[config.mk]
export PLATFORM = sky130hd
export DESIGN_NAME = bresenham_line_pixel_writer_core
export DESIGN_NICKNAME = d
export VERILOG_FILES = /design/src/rtl/bres_pkg.sv /design/src/rtl/bresenham_line_pixel_writer_core.sv /design/src/rtl/bres_front.sv /design/src/rtl/bres_queue.sv /design/src/rtl/bres_back.sv
export SDC_FILE = /design/constraint.sdc
export NUM_CORES = 1
export LEC_CHECK = 0
export ABC_AREA = 1
export CAP_MARGIN = 10
export CORE_MARGIN = 4
export CORE_UTILIZATION = 60
export CTS_BUF_LIST = sky130_fd_sc_hd__clkbuf_8 sky130_fd_sc_hd__clkbuf_16
export CTS_CLUSTER_SIZE = 30
export DETAILED_ROUTE_END_ITERATION = 16
export DONT_BUFFER_PORTS = 1
export PLACE_DENSITY = 0.74
export SETUP_SLACK_MARGIN = 0.02
export SYNTH_ARGS = -nofsm -noshare
export SYNTH_HDL_FRONTEND = slang
export SYNTH_SLANG_ARGS = --single-unit
[constraint.sdc]
create_clock -name clk -period 10.77 [get_ports clk]
set_input_delay 2.154 -clock clk [delete_from_list [all_inputs] [get_ports clk]]
set_output_delay 2.154 -clock clk [all_outputs]
set_load 0.01 [all_outputs]
[src/rtl/bres_pkg.sv]
// ----------------------------------------------------------------------------
// bres_pkg
// Shared widths, register map and status types for the line pixel writer.
// ----------------------------------------------------------------------------
package bres_pkg;

  localparam int ADDR_W     = 32;
  localparam int COLOUR_W   = 16;
  localparam int PITCH_W    = 12;
  localparam int CFG_ADDR_W = 3;
  localparam int CFG_DATA_W = 32;

  // register index, taken from paddr[2]
  localparam logic REG_FRAME_BASE = 1'b0;
  localparam logic REG_PITCH      = 1'b1;

  localparam logic [ADDR_W-1:0]  FRAME_BASE_RESET = 32'h0600_0000;
  localparam logic [PITCH_W-1:0] PITCH_RESET      = 12'd480;

  // walker status seen by the top level
  typedef struct packed {
    logic drawing;  // a line is in progress
    logic emit;     // a pixel word is loaded into the output register
    logic last;     // the emitted pixel ends its line
  } back_status_t;

endpackage

[src/rtl/bresenham_line_pixel_writer_core.sv]
// ----------------------------------------------------------------------------
// bresenham_line_pixel_writer_core
// Bresenham line rasterizer producing one framebuffer pixel word per step.
// ----------------------------------------------------------------------------
// A start word (mode 0) loads both endpoints and a colour and produces no
// output; each step word (mode 1) produces one pixel write, walking from the
// first endpoint to the second inclusive, with final_pixel set on the last.
// A step word while no line is in progress is dropped; a start word replaces
// any line in progress. The block takes one word per clock while its queue
// has room and emits one pixel word per clock while the output is not
// stalled: the walker updates its position, error term and address together,
// so a step can follow a step directly. An accepted step word is held in the
// queue, then the walker loads its pixel word into the output register. The
// start address base + y * pitch + 2x is formed in the front with one
// multiplier. Registers sit on an APB-style port: frame_base at byte address
// 0, pitch_bytes at 4; write them only while no line words are in flight.
// ----------------------------------------------------------------------------
module bresenham_line_pixel_writer_core #(
  parameter int COORD_BITS = 10
) (
  input  logic                                clk,
  input  logic                                rst,
  // configuration port
  input  logic                                psel,
  input  logic                                penable,
  input  logic                                pwrite,
  input  logic [bres_pkg::CFG_ADDR_W-1:0]     paddr,
  input  logic [bres_pkg::CFG_DATA_W-1:0]     pwdata,
  output logic [bres_pkg::CFG_DATA_W-1:0]     prdata,
  output logic                                pready,
  // input words
  input  logic                                in_valid,
  output logic                                in_stall,
  input  logic                                mode,
  input  logic [COORD_BITS-1:0]               start_x,
  input  logic [COORD_BITS-1:0]               start_y,
  input  logic [COORD_BITS-1:0]               end_x,
  input  logic [COORD_BITS-1:0]               end_y,
  input  logic [bres_pkg::COLOUR_W-1:0]       colour,
  // pixel words
  output logic                                out_valid,
  input  logic                                out_stall,
  output logic [bres_pkg::ADDR_W-1:0]         pixel_address,
  output logic [COORD_BITS-1:0]               pixel_x,
  output logic [COORD_BITS-1:0]               pixel_y,
  output logic [bres_pkg::COLOUR_W-1:0]       pixel_value,
  output logic                                final_pixel
);

  localparam int CMD_W = 6 * COORD_BITS + 56;

  logic [bres_pkg::ADDR_W-1:0]  frame_base;
  logic [bres_pkg::PITCH_W-1:0] pitch_bytes;
  logic                         cfg_write;

  logic [CMD_W-1:0]             front_cmd;
  logic [CMD_W-1:0]             head;
  logic                         head_valid;
  logic                         push;
  logic                         pop;
  logic                         q_full;
  bres_pkg::back_status_t       status;

  // --------------------------------------------------------------------------
  // Configuration registers; the write lands in the access phase.
  // --------------------------------------------------------------------------
  assign pready    = 1'b1;
  assign cfg_write = psel & penable & pwrite & pready;

  always_ff @(posedge clk) begin
    if (rst) begin
      frame_base  <= bres_pkg::FRAME_BASE_RESET;
      pitch_bytes <= bres_pkg::PITCH_RESET;
    end else if (cfg_write) begin
      case (paddr[2])
        bres_pkg::REG_FRAME_BASE: frame_base  <= pwdata;
        bres_pkg::REG_PITCH:      pitch_bytes <= pwdata[bres_pkg::PITCH_W-1:0];
        default: begin
        end
      endcase
    end
  end

  always_comb begin
    case (paddr[2])
      bres_pkg::REG_FRAME_BASE: prdata = frame_base;
      bres_pkg::REG_PITCH:      prdata = bres_pkg::CFG_DATA_W'(pitch_bytes);
      default:                  prdata = '0;
    endcase
  end

  // --------------------------------------------------------------------------
  // Front: accept a word whenever the queue has room, and build its command.
  // --------------------------------------------------------------------------
  assign in_stall = q_full;
  assign push     = in_valid & ~in_stall;

  bres_front #(
    .CW (COORD_BITS)
  ) u_front (
    .mode        (mode),
    .start_x     (start_x),
    .start_y     (start_y),
    .end_x       (end_x),
    .end_y       (end_y),
    .colour      (colour),
    .frame_base  (frame_base),
    .pitch_bytes (pitch_bytes),
    .cmd         (front_cmd)
  );

  // Queue: lets the front keep taking words while the output side stalls.
  bres_queue #(
    .W (CMD_W)
  ) u_queue (
    .clk        (clk),
    .rst        (rst),
    .push       (push),
    .push_data  (front_cmd),
    .pop        (pop),
    .head_valid (head_valid),
    .head       (head),
    .full       (q_full)
  );

  // Back: walk the line, one pixel per step command while a line is in progress.
  bres_back #(
    .CW (COORD_BITS)
  ) u_back (
    .clk           (clk),
    .rst           (rst),
    .head_valid    (head_valid),
    .head          (head),
    .pop           (pop),
    .pitch_bytes   (pitch_bytes),
    .out_stall     (out_stall),
    .out_valid     (out_valid),
    .pixel_address (pixel_address),
    .pixel_x       (pixel_x),
    .pixel_y       (pixel_y),
    .pixel_value   (pixel_value),
    .final_pixel   (final_pixel),
    .status        (status)
  );

  // --------------------------------------------------------------------------
  // Assertions
  // --------------------------------------------------------------------------
`ifndef ASSERT_OFF
  // never overwrite a pixel word that is still held
  a_no_overwrite: assert property (@(posedge clk) disable iff (rst)
    status.emit |-> !(out_valid && out_stall))
    else $error("pixel word overwritten while stalled");

  // the last pixel of a line ends drawing
  a_last_ends_line: assert property (@(posedge clk) disable iff (rst)
    (status.emit && status.last) |=> !status.drawing)
    else $error("walker still drawing after the last pixel");

  // a pixel word appears only after the walker emitted one
  a_out_from_emit: assert property (@(posedge clk) disable iff (rst)
    $rose(out_valid) |-> $past(status.emit))
    else $error("pixel word without a walker step");
`endif

endmodule

[src/rtl/bres_front.sv]
// ----------------------------------------------------------------------------
// bres_front
// Classifies an input item and builds its command: line setup for a start,
// a bare step request otherwise.
// ----------------------------------------------------------------------------
module bres_front #(
  parameter int CW = 10
) (
  input  logic                               mode,
  input  logic [CW-1:0]                      start_x,
  input  logic [CW-1:0]                      start_y,
  input  logic [CW-1:0]                      end_x,
  input  logic [CW-1:0]                      end_y,
  input  logic [bres_pkg::COLOUR_W-1:0]      colour,
  input  logic [bres_pkg::ADDR_W-1:0]        frame_base,
  input  logic [bres_pkg::PITCH_W-1:0]       pitch_bytes,
  output logic [6*CW+55:0]                   cmd
);

  typedef struct packed {
    logic                             is_start;
    logic                             x_down;
    logic                             y_down;
    logic                             x_major;
    logic [CW-1:0]                    col;
    logic [CW-1:0]                    row;
    logic [CW-1:0]                    span_x;
    logic [CW-1:0]                    span_y;
    logic signed [CW+2:0]             err;
    logic [CW:0]                      left;
    logic [bres_pkg::ADDR_W-1:0]      addr;
    logic [bres_pkg::COLOUR_W-1:0]    colour;
  } cmd_t;

  cmd_t                            c;
  logic [CW-1:0]                   major;
  logic [CW-1:0]                   minor;
  logic [CW+bres_pkg::PITCH_W-1:0] row_off;

  always_comb begin
    c.is_start = ~mode;
    c.x_down   = start_x > end_x;
    c.y_down   = start_y > end_y;
    c.span_x   = c.x_down ? start_x - end_x : end_x - start_x;
    c.span_y   = c.y_down ? start_y - end_y : end_y - start_y;
    c.x_major  = c.span_x >= c.span_y;
    major      = c.x_major ? c.span_x : c.span_y;
    minor      = c.x_major ? c.span_y : c.span_x;
    c.err      = signed'({2'b00, minor, 1'b0}) - signed'({3'b000, major});
    c.left     = {1'b0, major} + (CW+1)'(1);
    c.col      = start_x;
    c.row      = start_y;
    row_off    = start_y * pitch_bytes;
    c.addr     = frame_base + bres_pkg::ADDR_W'(row_off)
               + bres_pkg::ADDR_W'({start_x, 1'b0});
    c.colour   = colour;
  end

  assign cmd = c;

endmodule

[src/rtl/bres_queue.sv]
// ----------------------------------------------------------------------------
// bres_queue
// Two-entry command queue between the front and the walker.
// ----------------------------------------------------------------------------
module bres_queue #(
  parameter int W = 116
) (
  input  logic         clk,
  input  logic         rst,
  input  logic         push,
  input  logic [W-1:0] push_data,
  input  logic         pop,
  output logic         head_valid,
  output logic [W-1:0] head,
  output logic         full
);

  logic [W-1:0] slots [2];
  logic         wr_ptr;
  logic         rd_ptr;
  logic [1:0]   count;

  always_ff @(posedge clk) begin
    if (rst) begin
      wr_ptr <= 1'b0;
      rd_ptr <= 1'b0;
      count  <= 2'd0;
    end else begin
      if (push) begin
        wr_ptr <= ~wr_ptr;
      end
      if (pop) begin
        rd_ptr <= ~rd_ptr;
      end
      count <= count + 2'(push) - 2'(pop);
    end
  end

  always_ff @(posedge clk) begin
    if (push) begin
      slots[wr_ptr] <= push_data;
    end
  end

  assign head       = slots[rd_ptr];
  assign head_valid = count != 2'd0;
  assign full       = count == 2'd2;

endmodule

[src/rtl/bres_back.sv]
// ----------------------------------------------------------------------------
// bres_back
// Line walker: executes queued commands and emits one pixel word per step.
// ----------------------------------------------------------------------------
module bres_back #(
  parameter int CW = 10
) (
  input  logic                            clk,
  input  logic                            rst,
  input  logic                            head_valid,
  input  logic [6*CW+55:0]                head,
  output logic                            pop,
  input  logic [bres_pkg::PITCH_W-1:0]    pitch_bytes,
  input  logic                            out_stall,
  output logic                            out_valid,
  output logic [bres_pkg::ADDR_W-1:0]     pixel_address,
  output logic [CW-1:0]                   pixel_x,
  output logic [CW-1:0]                   pixel_y,
  output logic [bres_pkg::COLOUR_W-1:0]   pixel_value,
  output logic                            final_pixel,
  output bres_pkg::back_status_t          status
);

  typedef struct packed {
    logic                             is_start;
    logic                             x_down;
    logic                             y_down;
    logic                             x_major;
    logic [CW-1:0]                    col;
    logic [CW-1:0]                    row;
    logic [CW-1:0]                    span_x;
    logic [CW-1:0]                    span_y;
    logic signed [CW+2:0]             err;
    logic [CW:0]                      left;
    logic [bres_pkg::ADDR_W-1:0]      addr;
    logic [bres_pkg::COLOUR_W-1:0]    colour;
  } cmd_t;

  cmd_t                           h;
  cmd_t                           cur;
  cmd_t                           cur_next;
  logic                           drawing;
  logic                           out_free;
  logic                           emit;
  logic                           last;
  logic                           step_minor;
  logic                           step_x;
  logic                           step_y;
  logic [CW-1:0]                  major;
  logic [CW-1:0]                  minor;
  logic [bres_pkg::ADDR_W-1:0]    dx_addr;
  logic [bres_pkg::ADDR_W-1:0]    dy_addr;
  logic [bres_pkg::ADDR_W-1:0]    pitch_ext;

  assign h        = head;
  assign out_free = ~out_valid | ~out_stall;
  assign pop      = head_valid & (h.is_start | out_free);
  assign emit     = pop & ~h.is_start & drawing;
  assign last     = cur.left[CW:1] == '0;

  // next walker position
  always_comb begin
    cur_next   = cur;
    major      = cur.x_major ? cur.span_x : cur.span_y;
    minor      = cur.x_major ? cur.span_y : cur.span_x;
    step_minor = ~cur.err[CW+2];
    step_x     = cur.x_major | step_minor;
    step_y     = ~cur.x_major | step_minor;
    pitch_ext  = bres_pkg::ADDR_W'(pitch_bytes);

    dx_addr = '0;
    if (step_x) begin
      dx_addr = cur.x_down ? -bres_pkg::ADDR_W'(2) : bres_pkg::ADDR_W'(2);
      cur_next.col = cur.x_down ? cur.col - CW'(1) : cur.col + CW'(1);
    end
    dy_addr = '0;
    if (step_y) begin
      dy_addr = cur.y_down ? -pitch_ext : pitch_ext;
      cur_next.row = cur.y_down ? cur.row - CW'(1) : cur.row + CW'(1);
    end

    cur_next.addr = cur.addr + dx_addr + dy_addr;
    cur_next.err  = cur.err + signed'({2'b00, minor, 1'b0})
                  - (step_minor ? signed'({2'b00, major, 1'b0}) : '0);
    cur_next.left = cur.left - (CW+1)'(1);
  end

  always_ff @(posedge clk) begin
    if (rst) begin
      drawing <= 1'b0;
    end else if (pop && h.is_start) begin
      drawing <= 1'b1;
    end else if (emit && last) begin
      drawing <= 1'b0;
    end
  end

  always_ff @(posedge clk) begin
    if (pop && h.is_start) begin
      cur <= h;
    end else if (emit) begin
      if (last) begin
        cur.left <= '0;
      end else begin
        cur <= cur_next;
      end
    end
  end

  // output register: load on emit, drop once taken
  always_ff @(posedge clk) begin
    if (rst) begin
      out_valid <= 1'b0;
    end else if (emit) begin
      out_valid <= 1'b1;
    end else if (!out_stall) begin
      out_valid <= 1'b0;
    end
  end

  always_ff @(posedge clk) begin
    if (emit) begin
      pixel_address <= cur.addr;
      pixel_x       <= cur.col;
      pixel_y       <= cur.row;
      pixel_value   <= cur.colour;
      final_pixel   <= cur.left == (CW+1)'(1);
    end
  end

  assign status.drawing = drawing;
  assign status.emit    = emit;
  assign status.last    = last;

endmodule

==> flow_summary_export.csv <==
group,metric,value,unit
synth,avgSynthCellArea,9.51,µm²
timing,slew_headroom,25.4,%
place,placed_cells,3680,
cts,ctsResizeCount,0,
place,post_dp_cell_area,0.0301,mm²
cts,hold_buffers,0,
cells_and_area,final_common_cell,"nand2_1",
cts,cts_tree,"yes",
synth,synth_area,0.0296,mm²
hold_path,hold-path-cell-count,0,
place,dpl.hpwl,52900,µm
cts,clockRootBuffer,"clkbuf_16",
route,routed_wl,71100,µm
place,port_buffers,0,
route,first_pass_iters,5,
global_route,antenna_found_initial,4,
setup_path,worst-setup-path-type,"primary input to flip-flop",
floorplan,ios,203,
cells_and_area,final_core_util,64.7,%
cells_and_area,diodes,0,
floorplan,rows,81,
floorplan,chipWidth,230,µm
route,drc,0,
timing,max_freq,148,MHz
setup_path,r2r_cells,19,
synth,synthArstFlopShare,0,%
route,ant_nets,0,
cells_and_area,post_route_cells_drive_above_1_share,5.71,%
synth,synth_nets,3545,
synth,synthFlopType,"edfxtp_1",
hold_path,hold_start,"u_back.cur[3]",
cts,numCtsBuffers,46,
synth,synth_compound_area_share,9.33,%
cts,cts_sinks,462,
cells_and_area,layoutNonFillerInstCount,3763,
place,dpl_worst_slack,3.50,ns
timing,setup_viol,0,
global_route,overflow,0,
power_and_ir_drop,leakagePower,14.1,nW
setup_path,critPathArrivalTime,7.10,ns
setup_path,worstPathCellList,"nand2_1 -> fa_1 -> inv_1 -> fa_1 -> fa_1 -> inv_1 -> fa_1 -> inv_1 -> fa_1 -> ha_1 -> nand2_1 -> inv_1 -> a21oi_1 -> o21ai_1 -> a21oi_1 -> o21ai_0 -> a21boi_1 -> o21ai_2 -> xor2_1",
synth,synth_seq_area_share,45.2,%
setup_path,r2r-end,"u_queue.slots[1][41]",
global_route,met3_usage,4.96,%
cts,postCtsSetupBuffers,0,
route,via_per_inst,5.60,
setup_path,cp_slowest_cell,"fa_1",
synth,synth_xor_area_share,3.49,%
timing,hold_viol_final,0,
cts,clk_pin_slew,0.06,ns
timing,fin_crit,6.78,ns
cells_and_area,final_area,0.0316,mm²
synth,ys.warnings.count,0,
place,gp_congestion,0.913,
setup_path,cp.required,11.09,ns
timing,slew_viol_final,0,
route,routedWlPerCell,18.9,µm
setup_path,max_stage_delay,0.57,ns
global_route,grt_start_max_net_pins,78,
timing,fin_tns_setup,0,ns
cts,cts-htree-levels,2,
floorplan,initial_core_util,60.5,%
global_route,grt_util_all_layers,26.8,%
cells_and_area,layout_common_cells,"735 x nand2_1, 449 x inv_1, 411 x edfxtp_1",
global_route,top_usage_layer,"met2",
setup_path,critPathMaxFanout,17,
hold_path,hold_class,"flip-flop to flip-flop",
global_route,grtUsageMet1,39.2,%
power_and_ir_drop,vdd_ir_drop_max,0.180,mV
setup_path,crit_buf_inv,4,
cts,clockBufferDepth,3,
timing,worstMarginPinSlew,1.12,ns
cells_and_area,area_growth,6.95,%
setup_path,end_kind,"flip-flop",
timing,finClkSkew,0.0118,ns
timing,post-route-period-util,62.9,%
synth,synth_adder_area_share,18.4,%
synth,synth_cell_types,60,
synth,synthCells,3107,
synth,synthSimpleGateAreaFrac,16.1,%
global_route,met2_usage,42.1,%
setup_path,setup.worst_path.start_class,"primary input",
cts,clkLatencyLatePin,0.58,ns
global_route,grt_pass1_wl,112000,µm
run,max_cap_violations,0,
cells_and_area,fin_nets,3503,
synth,synth_top_family_by_area,"adder cells",
route,vias,21100,
setup_path,reg2reg_from,"pitch_bytes[5]",
status,status,"finished, final reports clean",
floorplan,dieArea,0.0529,mm²
synth,synth_edf_count,411,
setup_path,r2r_slack,4.47,ns
synth,synthMuxAreaShare,0.0677,%
timing,rsz0062_at_grt,"no",
setup_path,cp_top_family,"adder cells",
hold_path,whs_endpoint,"u_back.pixel_value[3]",
global_route,grt_pass1_vias,20600,
route,first_iter_violations,1710,
floorplan,dieHeight,230,µm
power_and_ir_drop,power.density,338,mW/mm²
timing,setup_slack,3.99,ns
floorplan,core,0.0488,mm²
setup_path,cp_common_cell,"fa_1",
synth,synth-seq-cells,462,
[cells by family after synthesis]
family                   count (synthesis)
multiplexers                             2
AND/OR/NAND/NOR                       1129
adder cells (fa/ha/maj)                339
other                                    1
XOR/XNOR                               117
AO/OA/AOI/OAI                          500
buffers and inverters                  557
flip-flops                             462
[registers in the layout (all words and copies together) (netlist names), 10 cells and up, named ones only]
signal	count
u_back.pixel_y	10
u_back.pixel_x	10
pitch_bytes	12
frame_base	32
u_back.pixel_value	16
u_back.cur	114
u_back.pixel_address	32
u_queue.slots	228
[metal layers]
metal	routed length, µm	up-vias	part of all wire [%]
li1	-	10100	-
met1	31600	10100	44
met2	31900	791	45
met3	5850	123	8.2
met4	1780	0	2.5
met5	0	-	0
[per-stage QoR]
stage                     power, mW  hold slack (ns)
final                          10.7            0.416
after global routing           11.6            0.423
after global placement         8.82            0.401
after detailed placement       9.00            0.405
after CTS                      10.6            0.419
after floorplan                7.58            0.400
[final cells by class]
cell class | instances | area (µm²)
multi-input combinational | 2088 | 14100
sequential | 462 | 13400
timing repair buffer | 19 | 155
clock buffer | 48 | 1190
fill | 3917 | 17200
clock inverter | 34 | 315
inverter | 448 | 1690
tap | 664 | 831
[power breakdown]
| group | switching (mW) | leakage [nW] | internal (mW) |
|---|---|---|---|
| Clock | 0.667 | 0.769 | 0.921 |
| Sequential | 0.294 | 4.24 | 2.92 |
| Combinational | 3.77 | 9.10 | 2.11 |
| Total | 4.74 | 14.1 | 5.94 |
[synth_stat cells, types with 5 or more instances]
cell        n  share of area (%)
xor2_1     83                2.5
a21o_1     18               0.46
o32ai_1    12               0.36
nand3_1    76                1.3
ha_1      179                7.6
o21ai_2     5               0.15
edfxtp_1  411                 42
a21oi_1   231                3.9
o21ai_0   153                2.6
nor2_1    190                2.4
nor2_2      7               0.15
nand2_2    27               0.57
buf_4      10               0.25
clkbuf_1   93                1.2
dfxtp_1    51                3.5
xnor2_1    33               0.98
nand4_1    14               0.30
fa_1      160                 11
nand2_4     9               0.34
nand2_1   736                9.3
or2_2       7               0.15
o21ai_1    14               0.24
o211ai_1    6               0.15
o21bai_1    8               0.20
inv_1     440                5.6
a31oi_1    25               0.53
nand3_2     8               0.27
nor3_1     35               0.59
[how the worst max path moves through the flow]
stage	end	startpoint	slack, ns	cells after the start
final	u_queue.slots[1][41]	start_y[1]	3.99	19
after detailed placement	u_queue.slots[0][41]	start_y[1]	3.50	19
after floorplan	u_queue.slots[1][0]	in_valid	3.12	2
after CTS	u_queue.slots[1][41]	start_y[1]	4.10	19
after global placement	u_queue.slots[0][41]	start_y[1]	3.57	19
after global routing	u_queue.slots[1][41]	start_y[1]	3.84	19
[worst reg2reg max path: cells and delay by family, from the launching register on]
family | cells | cell delay (ns)
buffers and inverters | 4 | 0.21
xor gates and xnor gates | 1 | 0.44
and+or+nand+nor | 2 | 0.27
AOI/OAI and AO/OA | 6 | 1.33
DFF | 1 | 0.98
adders and majority gates | 6 | 2.78
(Power assumes the default switching activity.)
